## config.mk

```make
export PLATFORM = sky130hd
export DESIGN_NAME = sha256_byte_stream_hash_flat
export DESIGN_NICKNAME = d
export VERILOG_FILES = /design/src/hdl/sha256_pkg.sv /design/src/hdl/sha256_msg_if.sv /design/src/hdl/sha256_digest_if.sv /design/src/hdl/sha256_byte_stream_hash.sv /design/src/hdl/sha256_core.sv /design/src/flat_wrapper.sv
export SDC_FILE = /design/constraint.sdc
export NUM_CORES = 2
export LEC_CHECK = 0
export BUFFER_PORTS_ARGS = -buffer_cell sky130_fd_sc_hd__buf_2
export CORE_ASPECT_RATIO = 0.5
export CORE_MARGIN = 4
export CORE_UTILIZATION = 65
export DETAILED_ROUTE_END_ITERATION = 10
export GPL_TIMING_DRIVEN = 1
export HOLD_SLACK_MARGIN = 0.15
export MAX_ROUTING_LAYER = met4
export PLACE_DENSITY_LB_ADDON = 0.3
export SKIP_LAST_GASP = 1
export SLEW_MARGIN = 5
export SYNTH_ARGS = -nofsm -noshare
export SYNTH_HDL_FRONTEND = slang
export SYNTH_SLANG_ARGS = --single-unit
export TNS_END_PERCENT = 5
```

## constraint.sdc

```tcl
create_clock -name clk -period 23.2 [get_ports clk]
set_input_delay 2.32 -clock clk [delete_from_list [all_inputs] [get_ports clk]]
set_output_delay 2.32 -clock clk [all_outputs]
set_load 0.02 [all_outputs]
```

## src/hdl/sha256_pkg.sv

```systemverilog
// Shared types, constants and round functions of the SHA-256 byte stream hash.
`timescale 1ns / 1ps

package sha256_pkg;

    typedef logic [31:0] word_t;

    localparam logic [1:0] CMD_DATA    = 2'd0;
    localparam logic [1:0] CMD_FINISH  = 2'd1;
    localparam logic [1:0] CMD_RESTART = 2'd2;

    localparam logic [7:0] PAD_MARKER   = 8'h80;
    localparam logic [5:0] LEN_POS      = 6'd56;
    localparam logic [5:0] BLOCK_LAST   = 6'd63;
    localparam logic [5:0] ROUND_LAST   = 6'd63;
    localparam logic [2:0] WORD_LAST    = 3'd7;
    localparam logic [63:0] BLOCK_BITS  = 64'd512;

    typedef enum logic [2:0] {
        ST_IDLE,
        ST_PAD_MARK,
        ST_PAD_ZERO,
        ST_PAD_LEN,
        ST_LOAD,
        ST_ROUND,
        ST_UPDATE,
        ST_EMIT
    } state_t;

    typedef struct packed {
        logic       shift_byte;
        logic [7:0] byte_val;
        logic       init_hash;
        logic       load_work;
        logic       do_round;
        logic [5:0] round_num;
        logic       do_update;
        logic [2:0] word_sel;
    } core_ctrl_t;

    localparam word_t INIT_HASH [8] = '{
        32'h6a09e667, 32'hbb67ae85, 32'h3c6ef372, 32'ha54ff53a,
        32'h510e527f, 32'h9b05688c, 32'h1f83d9ab, 32'h5be0cd19
    };

    localparam word_t ROUND_K [64] = '{
        32'h428a2f98, 32'h71374491, 32'hb5c0fbcf, 32'he9b5dba5,
        32'h3956c25b, 32'h59f111f1, 32'h923f82a4, 32'hab1c5ed5,
        32'hd807aa98, 32'h12835b01, 32'h243185be, 32'h550c7dc3,
        32'h72be5d74, 32'h80deb1fe, 32'h9bdc06a7, 32'hc19bf174,
        32'he49b69c1, 32'hefbe4786, 32'h0fc19dc6, 32'h240ca1cc,
        32'h2de92c6f, 32'h4a7484aa, 32'h5cb0a9dc, 32'h76f988da,
        32'h983e5152, 32'ha831c66d, 32'hb00327c8, 32'hbf597fc7,
        32'hc6e00bf3, 32'hd5a79147, 32'h06ca6351, 32'h14292967,
        32'h27b70a85, 32'h2e1b2138, 32'h4d2c6dfc, 32'h53380d13,
        32'h650a7354, 32'h766a0abb, 32'h81c2c92e, 32'h92722c85,
        32'ha2bfe8a1, 32'ha81a664b, 32'hc24b8b70, 32'hc76c51a3,
        32'hd192e819, 32'hd6990624, 32'hf40e3585, 32'h106aa070,
        32'h19a4c116, 32'h1e376c08, 32'h2748774c, 32'h34b0bcb5,
        32'h391c0cb3, 32'h4ed8aa4a, 32'h5b9cca4f, 32'h682e6ff3,
        32'h748f82ee, 32'h78a5636f, 32'h84c87814, 32'h8cc70208,
        32'h90befffa, 32'ha4506ceb, 32'hbef9a3f7, 32'hc67178f2
    };

    function automatic word_t big_sigma0(input word_t x);
        big_sigma0 = {x[1:0], x[31:2]} ^ {x[12:0], x[31:13]} ^ {x[21:0], x[31:22]};
    endfunction

    function automatic word_t big_sigma1(input word_t x);
        big_sigma1 = {x[5:0], x[31:6]} ^ {x[10:0], x[31:11]} ^ {x[24:0], x[31:25]};
    endfunction

    function automatic word_t small_sigma0(input word_t x);
        small_sigma0 = {x[6:0], x[31:7]} ^ {x[17:0], x[31:18]} ^ {3'b000, x[31:3]};
    endfunction

    function automatic word_t small_sigma1(input word_t x);
        small_sigma1 = {x[16:0], x[31:17]} ^ {x[18:0], x[31:19]} ^ {10'd0, x[31:10]};
    endfunction

    function automatic word_t choose(input word_t e, input word_t f, input word_t g);
        choose = (e & f) ^ (~e & g);
    endfunction

    function automatic word_t majority(input word_t a, input word_t b, input word_t c);
        majority = (a & b) ^ (a & c) ^ (b & c);
    endfunction

endpackage

```

## src/hdl/sha256_msg_if.sv

```systemverilog
// Message channel: command and data byte with valid/ready.
`timescale 1ns / 1ps

interface sha256_msg_if;
    logic       valid;
    logic       ready;
    logic [1:0] cmd;
    logic [7:0] data_byte;

    modport source (output valid, output cmd, output data_byte, input ready);
    modport sink (input valid, input cmd, input data_byte, output ready);
endinterface

```

## src/hdl/sha256_digest_if.sv

```systemverilog
// Digest channel: one digest word per transfer with valid/ready.
`timescale 1ns / 1ps

interface sha256_digest_if;
    logic        valid;
    logic        ready;
    logic [31:0] digest_word;
    logic [2:0]  word_index;
    logic        last;

    modport source (output valid, output digest_word, output word_index, output last,
                    input ready);
    modport sink (input valid, input digest_word, input word_index, input last,
                  output ready);
endinterface

```

## src/hdl/sha256_byte_stream_hash.sv

```systemverilog
// Top level of the SHA-256 byte stream hash: command sequencer, padding and digest output.
//
//   channel  dir  fields                            transfer
//   msg      in   cmd[1:0], data_byte[7:0]           valid & ready
//   digest   out  digest_word[31:0], word_index[2:0], last   valid & ready
//
// Each accepted data byte is shifted into the block buffer; every 64th byte also starts
// a compression (load, 64 rounds, hash update) run by the one-round-per-cycle core.
// Finish shifts in the padding bytes, then compresses each padded block
// (two blocks when more than 55 bytes are pending), then emits eight words.
// A repeated finish emits the eight words at once. msg is ready only when idle.
// Digest words hold while ready is low. Reset loads the initial hash and clears counts.
`timescale 1ns / 1ps

module sha256_byte_stream_hash (
    input  logic                    clk,
    input  logic                    rst_n,
    sha256_msg_if.sink              msg,
    sha256_digest_if.source         digest
);

    sha256_pkg::state_t     state_reg;
    sha256_pkg::state_t     state_next;
    logic [5:0]             count_reg;
    logic [5:0]             count_next;
    logic [63:0]            bits_reg;
    logic [63:0]            bits_next;
    logic [63:0]            len_reg;
    logic [63:0]            len_next;
    logic                   finished_reg;
    logic                   finished_next;
    logic                   pad_reg;
    logic                   pad_next;
    logic                   len_sent_reg;
    logic                   len_sent_next;
    logic [5:0]             round_reg;
    logic [5:0]             round_next;
    logic [2:0]             idx_reg;
    logic [2:0]             idx_next;
    sha256_pkg::core_ctrl_t ctrl;
    sha256_pkg::word_t      core_word;
    logic [63:0]            total_bits;

    assign total_bits = bits_reg + {55'd0, count_reg, 3'b000};

    sha256_core u_core (
        .clk         (clk),
        .rst_n       (rst_n),
        .ctrl        (ctrl),
        .digest_word (core_word)
    );

    always_comb
    begin
        state_next    = state_reg;
        count_next    = count_reg;
        bits_next     = bits_reg;
        len_next      = len_reg;
        finished_next = finished_reg;
        pad_next      = pad_reg;
        len_sent_next = len_sent_reg;
        round_next    = round_reg;
        idx_next      = idx_reg;
        ctrl          = '0;
        ctrl.byte_val = msg.data_byte;
        ctrl.round_num = round_reg;
        ctrl.word_sel = idx_reg;
        msg.ready     = 1'b0;
        digest.valid  = 1'b0;

        case (state_reg)
            sha256_pkg::ST_IDLE:
            begin
                msg.ready = 1'b1;
                if (msg.valid)
                begin
                    case (msg.cmd)
                        sha256_pkg::CMD_DATA:
                        begin
                            if (!finished_reg)
                            begin
                                ctrl.shift_byte = 1'b1;
                                count_next = count_reg + 6'd1;
                                if (count_reg == sha256_pkg::BLOCK_LAST)
                                begin
                                    pad_next   = 1'b0;
                                    state_next = sha256_pkg::ST_LOAD;
                                end
                            end
                        end
                        sha256_pkg::CMD_FINISH:
                        begin
                            idx_next = '0;
                            if (finished_reg)
                            begin
                                state_next = sha256_pkg::ST_EMIT;
                            end
                            else
                            begin
                                len_next      = total_bits;
                                pad_next      = 1'b1;
                                len_sent_next = 1'b0;
                                state_next    = sha256_pkg::ST_PAD_MARK;
                            end
                        end
                        sha256_pkg::CMD_RESTART:
                        begin
                            ctrl.init_hash = 1'b1;
                            count_next     = '0;
                            bits_next      = '0;
                            finished_next  = 1'b0;
                        end
                        default:
                        begin
                        end
                    endcase
                end
            end

            sha256_pkg::ST_PAD_MARK:
            begin
                ctrl.shift_byte = 1'b1;
                ctrl.byte_val   = sha256_pkg::PAD_MARKER;
                count_next      = count_reg + 6'd1;
                if (count_reg == sha256_pkg::BLOCK_LAST)
                begin
                    state_next = sha256_pkg::ST_LOAD;
                end
                else
                begin
                    state_next = sha256_pkg::ST_PAD_ZERO;
                end
            end

            sha256_pkg::ST_PAD_ZERO:
            begin
                if (count_reg == sha256_pkg::LEN_POS)
                begin
                    state_next = sha256_pkg::ST_PAD_LEN;
                end
                else
                begin
                    ctrl.shift_byte = 1'b1;
                    ctrl.byte_val   = '0;
                    count_next      = count_reg + 6'd1;
                    if (count_reg == sha256_pkg::BLOCK_LAST)
                    begin
                        state_next = sha256_pkg::ST_LOAD;
                    end
                end
            end

            sha256_pkg::ST_PAD_LEN:
            begin
                ctrl.shift_byte = 1'b1;
                ctrl.byte_val   = len_reg[63:56];
                len_next        = {len_reg[55:0], 8'd0};
                count_next      = count_reg + 6'd1;
                if (count_reg == sha256_pkg::BLOCK_LAST)
                begin
                    len_sent_next = 1'b1;
                    state_next    = sha256_pkg::ST_LOAD;
                end
            end

            sha256_pkg::ST_LOAD:
            begin
                ctrl.load_work = 1'b1;
                round_next     = '0;
                state_next     = sha256_pkg::ST_ROUND;
            end

            sha256_pkg::ST_ROUND:
            begin
                ctrl.do_round = 1'b1;
                round_next    = round_reg + 6'd1;
                if (round_reg == sha256_pkg::ROUND_LAST)
                begin
                    state_next = sha256_pkg::ST_UPDATE;
                end
            end

            sha256_pkg::ST_UPDATE:
            begin
                ctrl.do_update = 1'b1;
                if (!pad_reg)
                begin
                    bits_next  = bits_reg + sha256_pkg::BLOCK_BITS;
                    state_next = sha256_pkg::ST_IDLE;
                end
                else if (len_sent_reg)
                begin
                    finished_next = 1'b1;
                    pad_next      = 1'b0;
                    len_sent_next = 1'b0;
                    idx_next      = '0;
                    state_next    = sha256_pkg::ST_EMIT;
                end
                else
                begin
                    state_next = sha256_pkg::ST_PAD_ZERO;
                end
            end

            sha256_pkg::ST_EMIT:
            begin
                digest.valid = 1'b1;
                if (digest.ready)
                begin
                    idx_next = idx_reg + 3'd1;
                    if (idx_reg == sha256_pkg::WORD_LAST)
                    begin
                        state_next = sha256_pkg::ST_IDLE;
                    end
                end
            end

            default:
            begin
                state_next = sha256_pkg::ST_IDLE;
            end
        endcase
    end

    assign digest.digest_word = core_word;
    assign digest.word_index  = idx_reg;
    assign digest.last        = (idx_reg == sha256_pkg::WORD_LAST);

    always_ff @(posedge clk or negedge rst_n)
    begin
        if (!rst_n)
        begin
            state_reg    <= sha256_pkg::ST_IDLE;
            count_reg    <= '0;
            bits_reg     <= '0;
            finished_reg <= 1'b0;
            pad_reg      <= 1'b0;
            len_sent_reg <= 1'b0;
            round_reg    <= '0;
            idx_reg      <= '0;
        end
        else
        begin
            state_reg    <= state_next;
            count_reg    <= count_next;
            bits_reg     <= bits_next;
            finished_reg <= finished_next;
            pad_reg      <= pad_next;
            len_sent_reg <= len_sent_next;
            round_reg    <= round_next;
            idx_reg      <= idx_next;
        end
    end

    always_ff @(posedge clk)
    begin
        len_reg <= len_next;
    end

`ifndef SYNTHESIS
    a_no_overlap: assert property (@(posedge clk) disable iff (!rst_n)
        !(digest.valid && msg.ready))
        else $error("message accepted while digest words are pending");

    a_last_returns_idle: assert property (@(posedge clk) disable iff (!rst_n)
        (digest.valid && digest.ready && digest.last) |=> msg.ready)
        else $error("sequencer did not return to idle after the last word");

    a_rounds_on_empty_block: assert property (@(posedge clk) disable iff (!rst_n)
        (state_reg == sha256_pkg::ST_ROUND) |-> (count_reg == '0))
        else $error("compression running with bytes pending");

    a_finish_emits: assert property (@(posedge clk) disable iff (!rst_n)
        $rose(finished_reg) |-> digest.valid && (digest.word_index == '0))
        else $error("digest not presented when the message finished");

    a_repeat_finish: assert property (@(posedge clk) disable iff (!rst_n)
        (msg.valid && msg.ready && msg.cmd == sha256_pkg::CMD_FINISH && finished_reg)
        |=> digest.valid)
        else $error("repeated finish did not emit the digest");
`endif

endmodule

```

## src/hdl/sha256_core.sv

```systemverilog
// Block buffer, rolling message schedule, round datapath and hash state.
`timescale 1ns / 1ps

module sha256_core (
    input  logic                   clk,
    input  logic                   rst_n,
    input  sha256_pkg::core_ctrl_t ctrl,
    output sha256_pkg::word_t      digest_word
);

    logic [511:0]      blk_reg;
    logic [511:0]      blk_next;
    sha256_pkg::word_t wk_reg [8];
    sha256_pkg::word_t wk_next [8];
    sha256_pkg::word_t hash_reg [8];
    sha256_pkg::word_t hash_next [8];

    sha256_pkg::word_t w0;
    sha256_pkg::word_t w16;
    sha256_pkg::word_t t1;
    sha256_pkg::word_t t2;

    assign w0  = blk_reg[511:480];
    assign w16 = sha256_pkg::small_sigma1(blk_reg[63:32]) + blk_reg[223:192]
               + sha256_pkg::small_sigma0(blk_reg[479:448]) + w0;
    assign t1  = wk_reg[7] + sha256_pkg::big_sigma1(wk_reg[4])
               + sha256_pkg::choose(wk_reg[4], wk_reg[5], wk_reg[6])
               + sha256_pkg::ROUND_K[ctrl.round_num] + w0;
    assign t2  = sha256_pkg::big_sigma0(wk_reg[0])
               + sha256_pkg::majority(wk_reg[0], wk_reg[1], wk_reg[2]);

    always_comb
    begin
        blk_next = blk_reg;
        if (ctrl.shift_byte)
        begin
            blk_next = {blk_reg[503:0], ctrl.byte_val};
        end
        else if (ctrl.do_round)
        begin
            blk_next = {blk_reg[479:0], w16};
        end
    end

    always_comb
    begin
        wk_next = wk_reg;
        if (ctrl.load_work)
        begin
            wk_next = hash_reg;
        end
        else if (ctrl.do_round)
        begin
            for (int i = 7; i > 0; i--)
            begin
                wk_next[i] = wk_reg[i-1];
            end
            wk_next[4] = wk_reg[3] + t1;
            wk_next[0] = t1 + t2;
        end
    end

    always_comb
    begin
        hash_next = hash_reg;
        if (ctrl.init_hash)
        begin
            hash_next = sha256_pkg::INIT_HASH;
        end
        else if (ctrl.do_update)
        begin
            for (int i = 0; i < 8; i++)
            begin
                hash_next[i] = hash_reg[i] + wk_reg[i];
            end
        end
    end

    always_ff @(posedge clk)
    begin
        blk_reg <= blk_next;
        wk_reg  <= wk_next;
    end

    always_ff @(posedge clk or negedge rst_n)
    begin
        if (!rst_n)
        begin
            hash_reg <= sha256_pkg::INIT_HASH;
        end
        else
        begin
            hash_reg <= hash_next;
        end
    end

    assign digest_word = hash_reg[ctrl.word_sel];

endmodule
```

## src/flat_wrapper.sv

```systemverilog
// flat-port wrapper written by rule: the top's interface ports become plain ports
module sha256_byte_stream_hash_flat 
  (clk, rst_n, msg_valid, msg_cmd, msg_data_byte, msg_ready, digest_valid, digest_digest_word, digest_word_index, digest_last, digest_ready);
  sha256_msg_if msg_i ();
  sha256_digest_if digest_i ();
  input  logic clk;
  input  logic rst_n;
  input wire logic [$bits(msg_i.valid)-1:0] msg_valid;
  input wire logic [$bits(msg_i.cmd)-1:0] msg_cmd;
  input wire logic [$bits(msg_i.data_byte)-1:0] msg_data_byte;
  output wire logic [$bits(msg_i.ready)-1:0] msg_ready;
  output wire logic [$bits(digest_i.valid)-1:0] digest_valid;
  output wire logic [$bits(digest_i.digest_word)-1:0] digest_digest_word;
  output wire logic [$bits(digest_i.word_index)-1:0] digest_word_index;
  output wire logic [$bits(digest_i.last)-1:0] digest_last;
  input wire logic [$bits(digest_i.ready)-1:0] digest_ready;
  assign msg_i.valid = msg_valid;
  assign msg_i.cmd = msg_cmd;
  assign msg_i.data_byte = msg_data_byte;
  assign msg_ready = msg_i.ready;
  assign digest_valid = digest_i.valid;
  assign digest_digest_word = digest_i.digest_word;
  assign digest_word_index = digest_i.word_index;
  assign digest_last = digest_i.last;
  assign digest_i.ready = digest_ready;
  sha256_byte_stream_hash u_core (.clk(clk), .rst_n(rst_n), .msg(msg_i), .digest(digest_i));
endmodule
```

==> flow_summary.ini <==
[outcome]
status = complete, no violations

[grt]
number_of_antenna_violations_at_the_first_check_in_global_routing = 2
overflow = 0
first_global_vias = 59300
grt_max_degree = 227
globalRouteTotalUtil_pct = 36.8
grt_first_pass_wirelength_mm = 349

[critical_path]
startpoint_type = flop
r2r_setup_slack_ps = 13550
required_ps = 23670
sum_of_buffers_and_inverters_on_the_critical_path = 4
crit_path_frequent_cell = sky130_fd_sc_hd__o21ai_0
crit_slowest_cell = sky130_fd_sc_hd__dfrtp_1
crit_path_end_kind = flop
cp_max_fanout = 21
critical-path-top-delay-family = compound AO/OA/AOI/OAI gates
crit_path_max_incr_delay_ps = 890
critPathLaunch = u_core.round_reg[0]
critical_path_class = flop to flop
r2r_start = u_core.round_reg[0]
critical_path_arrival_ps = 10120

[logic_synthesis]
synthAdderAreaFrac_pct = 11.5
synth-xor-area-share_pct = 6.86
dominantRegCellSynth = sky130_fd_sc_hd__edfxtp_1
yosys-mux-area-fraction_pct = 2.69
synth_async_sr_flop_share_pct = 28.6
synth_enable_flop_cells = 829
yosys.area_share.simple_pct = 18.5
synthesis.instances = 8656
synth_seq_area_share_pct = 42.6
yosys_warnings = 0
ys_seq_elements = 1161
synth_top_family_by_area = simple AND/OR/NAND/NOR gates
synth_area_per_cell_um2 = 9.05
synth_compound_area_share_pct = 13.6
yosysUniqueCellTypes = 96
syn_nets = 9269
synth_area_um2 = 78400

[timing]
maxSlewHeadroom_pct = 12.3
final_max_slew_viol_count = 0
report.final.setup_viol = 0
finClkSkew_ps = 58.1
timing.fmax_mhz = 104
tightest_slew_ps = 1300
totalNegativeSetupSlack_ps = 0
rsz0062_at_grt = false
finalCriticalPeriod_ps = 9650
finalCritPeriodShare_pct = 41.6
final_hold_viol_count = 0

[layout]
design.final.nets = 9005
post-route-util_pct = 69.8
flip_flop_count_of_the_largest_register_all_copies_and_words_added = 512
final.fill_count = 9108
area_delta_synth_final_pct = 5.86
final_cell_area_um2 = 82900
layout_commonest_cell = sky130_fd_sc_hd__nand2_1
final_layout_size_suffix_gt1_share_pct = 6.78
most-common-layout-cells = 2624 x sky130_fd_sc_hd__nand2_1, 829 x sky130_fd_sc_hd__edfxtp_1, 517 x sky130_fd_sc_hd__a21oi_1
seqCellArea_um2 = 33400
multi_input_gate_area_um2 = 41700

[clock_network]
cts_tree = built
cts-resized-gates = 0
clock_latency_ps = 760
root_buffer = sky130_fd_sc_hd__clkbuf_16
tritoncts.num_buffers = 103
worst_setup_hold_path_clk_slew_ps = 70
post-cts-setup-buffers = 0
hold_fix_buffer_count_after_cts = 0
cts_max_level = 3
clock-sinks = 1161
ctsLongestPathBuffers = 3

[worst_hold_path]
hold_path_class = flop to flop
worstHoldStart = u_core.len_reg[14]

[place]
placement.io_buffers = 51
dpl.hpwl_mm = 161
detailed_place.area_um2 = 79400
place.gp.congestion = 1.01

[die]
start_util_pct = 65.9
placeableCoreArea_um2 = 119000
placement_rows = 89
chipWidth_um = 499
io-pin-count = 52
fp.dieH_um = 254
die_area_um2 = 127000

[route]
wire_per_inst_um = 22.7
detail_route.vias_per_cell = 6.25
initialDrtViolationCount = 8313
drc_errors = 0
route.vias.total = 62900
routed_wl_mm = 228
drt_first_pass_iters = 6
antenna_left = 0

[job]
maxCapViolCount = 0
==> synth_stat cells, types with 12 or more instances <==
| cell type | count | share of area [%] |
|---|---|---|
| sky130_fd_sc_hd__mux2i_1 | 15 | 0.19 |
| sky130_fd_sc_hd__a211o_1 | 15 | 0.17 |
| sky130_fd_sc_hd__o21bai_1 | 49 | 0.47 |
| sky130_fd_sc_hd__nand2b_1 | 65 | 0.52 |
| sky130_fd_sc_hd__and3_1 | 46 | 0.37 |
| sky130_fd_sc_hd__nor2b_1 | 44 | 0.35 |
| sky130_fd_sc_hd__a31oi_1 | 45 | 0.36 |
| sky130_fd_sc_hd__o21ai_0 | 486 | 3.1 |
| sky130_fd_sc_hd__a21oi_1 | 517 | 3.3 |
| sky130_fd_sc_hd__a221oi_1 | 17 | 0.19 |
| sky130_fd_sc_hd__or2_2 | 15 | 0.12 |
| sky130_fd_sc_hd__nand3_1 | 99 | 0.63 |
| sky130_fd_sc_hd__inv_1 | 417 | 2.0 |
| sky130_fd_sc_hd__o31ai_1 | 36 | 0.34 |
| sky130_fd_sc_hd__o21a_1 | 57 | 0.55 |
| sky130_fd_sc_hd__a21boi_0 | 12 | 0.11 |
| sky130_fd_sc_hd__a21o_1 | 186 | 1.8 |
| sky130_fd_sc_hd__buf_1 | 47 | 0.23 |
| sky130_fd_sc_hd__mux2_2 | 32 | 0.46 |
| sky130_fd_sc_hd__and2_1 | 22 | 0.18 |
| sky130_fd_sc_hd__nor3_1 | 78 | 0.50 |
| sky130_fd_sc_hd__a211oi_1 | 46 | 0.44 |
| sky130_fd_sc_hd__o211ai_1 | 50 | 0.48 |
| sky130_fd_sc_hd__mux4_2 | 71 | 2.0 |
| sky130_fd_sc_hd__nor2_1 | 418 | 2.0 |
| sky130_fd_sc_hd__edfxtp_1 | 829 | 32 |
| sky130_fd_sc_hd__clkbuf_1 | 423 | 2.0 |
| sky130_fd_sc_hd__xor2_1 | 272 | 3.0 |
| sky130_fd_sc_hd__nand2_1 | 2627 | 13 |
| sky130_fd_sc_hd__dfrtp_1 | 196 | 6.3 |
| sky130_fd_sc_hd__xnor2_1 | 342 | 3.8 |
| sky130_fd_sc_hd__o22a_1 | 19 | 0.21 |
| sky130_fd_sc_hd__or3_1 | 46 | 0.37 |
| sky130_fd_sc_hd__nand4_1 | 34 | 0.27 |
| sky130_fd_sc_hd__ha_1 | 404 | 6.5 |
| sky130_fd_sc_hd__fa_1 | 195 | 5.0 |
| sky130_fd_sc_hd__dfstp_2 | 136 | 4.6 |
| sky130_fd_sc_hd__o22ai_1 | 22 | 0.18 |
| sky130_fd_sc_hd__nor4_1 | 13 | 0.10 |
| sky130_fd_sc_hd__a22o_1 | 19 | 0.21 |
==> layout make-up <==
class | count | area share [%]
diodes | 2 | 0.00603
clock inverters | 71 | 1.00
well taps | 1592 | 2.40
inverters | 420 | 1.91
multi-input cells | 6598 | 50.2
flip-flops and latches | 1161 | 40.2
clock buffers | 123 | 3.29
repair buffers | 108 | 0.911
==> worst reg2reg max path, delay by kind of cell (launching register included) <==
| kind | cells | cell delay [ps] |
|---|---|---|
| adder cells (fa/ha/maj) | 5 | 2390 |
| buffers and inverters | 4 | 560 |
| flip-flops | 1 | 890 |
| AO/OA/AOI/OAI | 14 | 4120 |
| AND/OR/NAND/NOR | 5 | 1070 |
| XOR/XNOR | 2 | 380 |
==> path summary, 6_finish.rpt <==
path | to | cells after the start
max reg2reg | u_core.u_core.wk_reg[255] | 30
min in group asynchronous | u_core.u_core.hash_reg[163] | 1
min reg2reg | u_core.len_reg[22] | 2
max in group asynchronous | u_core.u_core.hash_reg[121] | 3
min | u_core.len_reg[22] | 2
max | u_core.u_core.wk_reg[255] | 30
==> routing by layer <==
layer	up-vias	track usage, %	wire [um]
met5	-	-	0
met4	0	10.6	7270
met3	440	8.31	27100
met2	3292	53.2	98200
met1	30200	52.6	95800
li1	29000	-	-
==> per-stage QoR <==
stage	std cells	worst slack, ps	hold slack (ps)
6_report	10100	13550	499
5_1_grt	10100	13060	516
4_1_cts	10100	13890	487
3_5_place_dp	9879	13900	490
3_3_place_gp	9879	13960	487
2_1_floorplan	8656	3510	464
==> logic make-up after synthesis <==
logic type               Yosys count
AO/OA/AOI/OAI                   1718
flip-flops                      1161
AND/OR/NAND/NOR                 3546
buffers and inverters            897
adder cells (fa/ha/maj)          602
XOR/XNOR                         614
multiplexers                     118
Power is not shown: default switching activity piles up to over one toggle a cycle in this logic, so the estimate is an artifact.
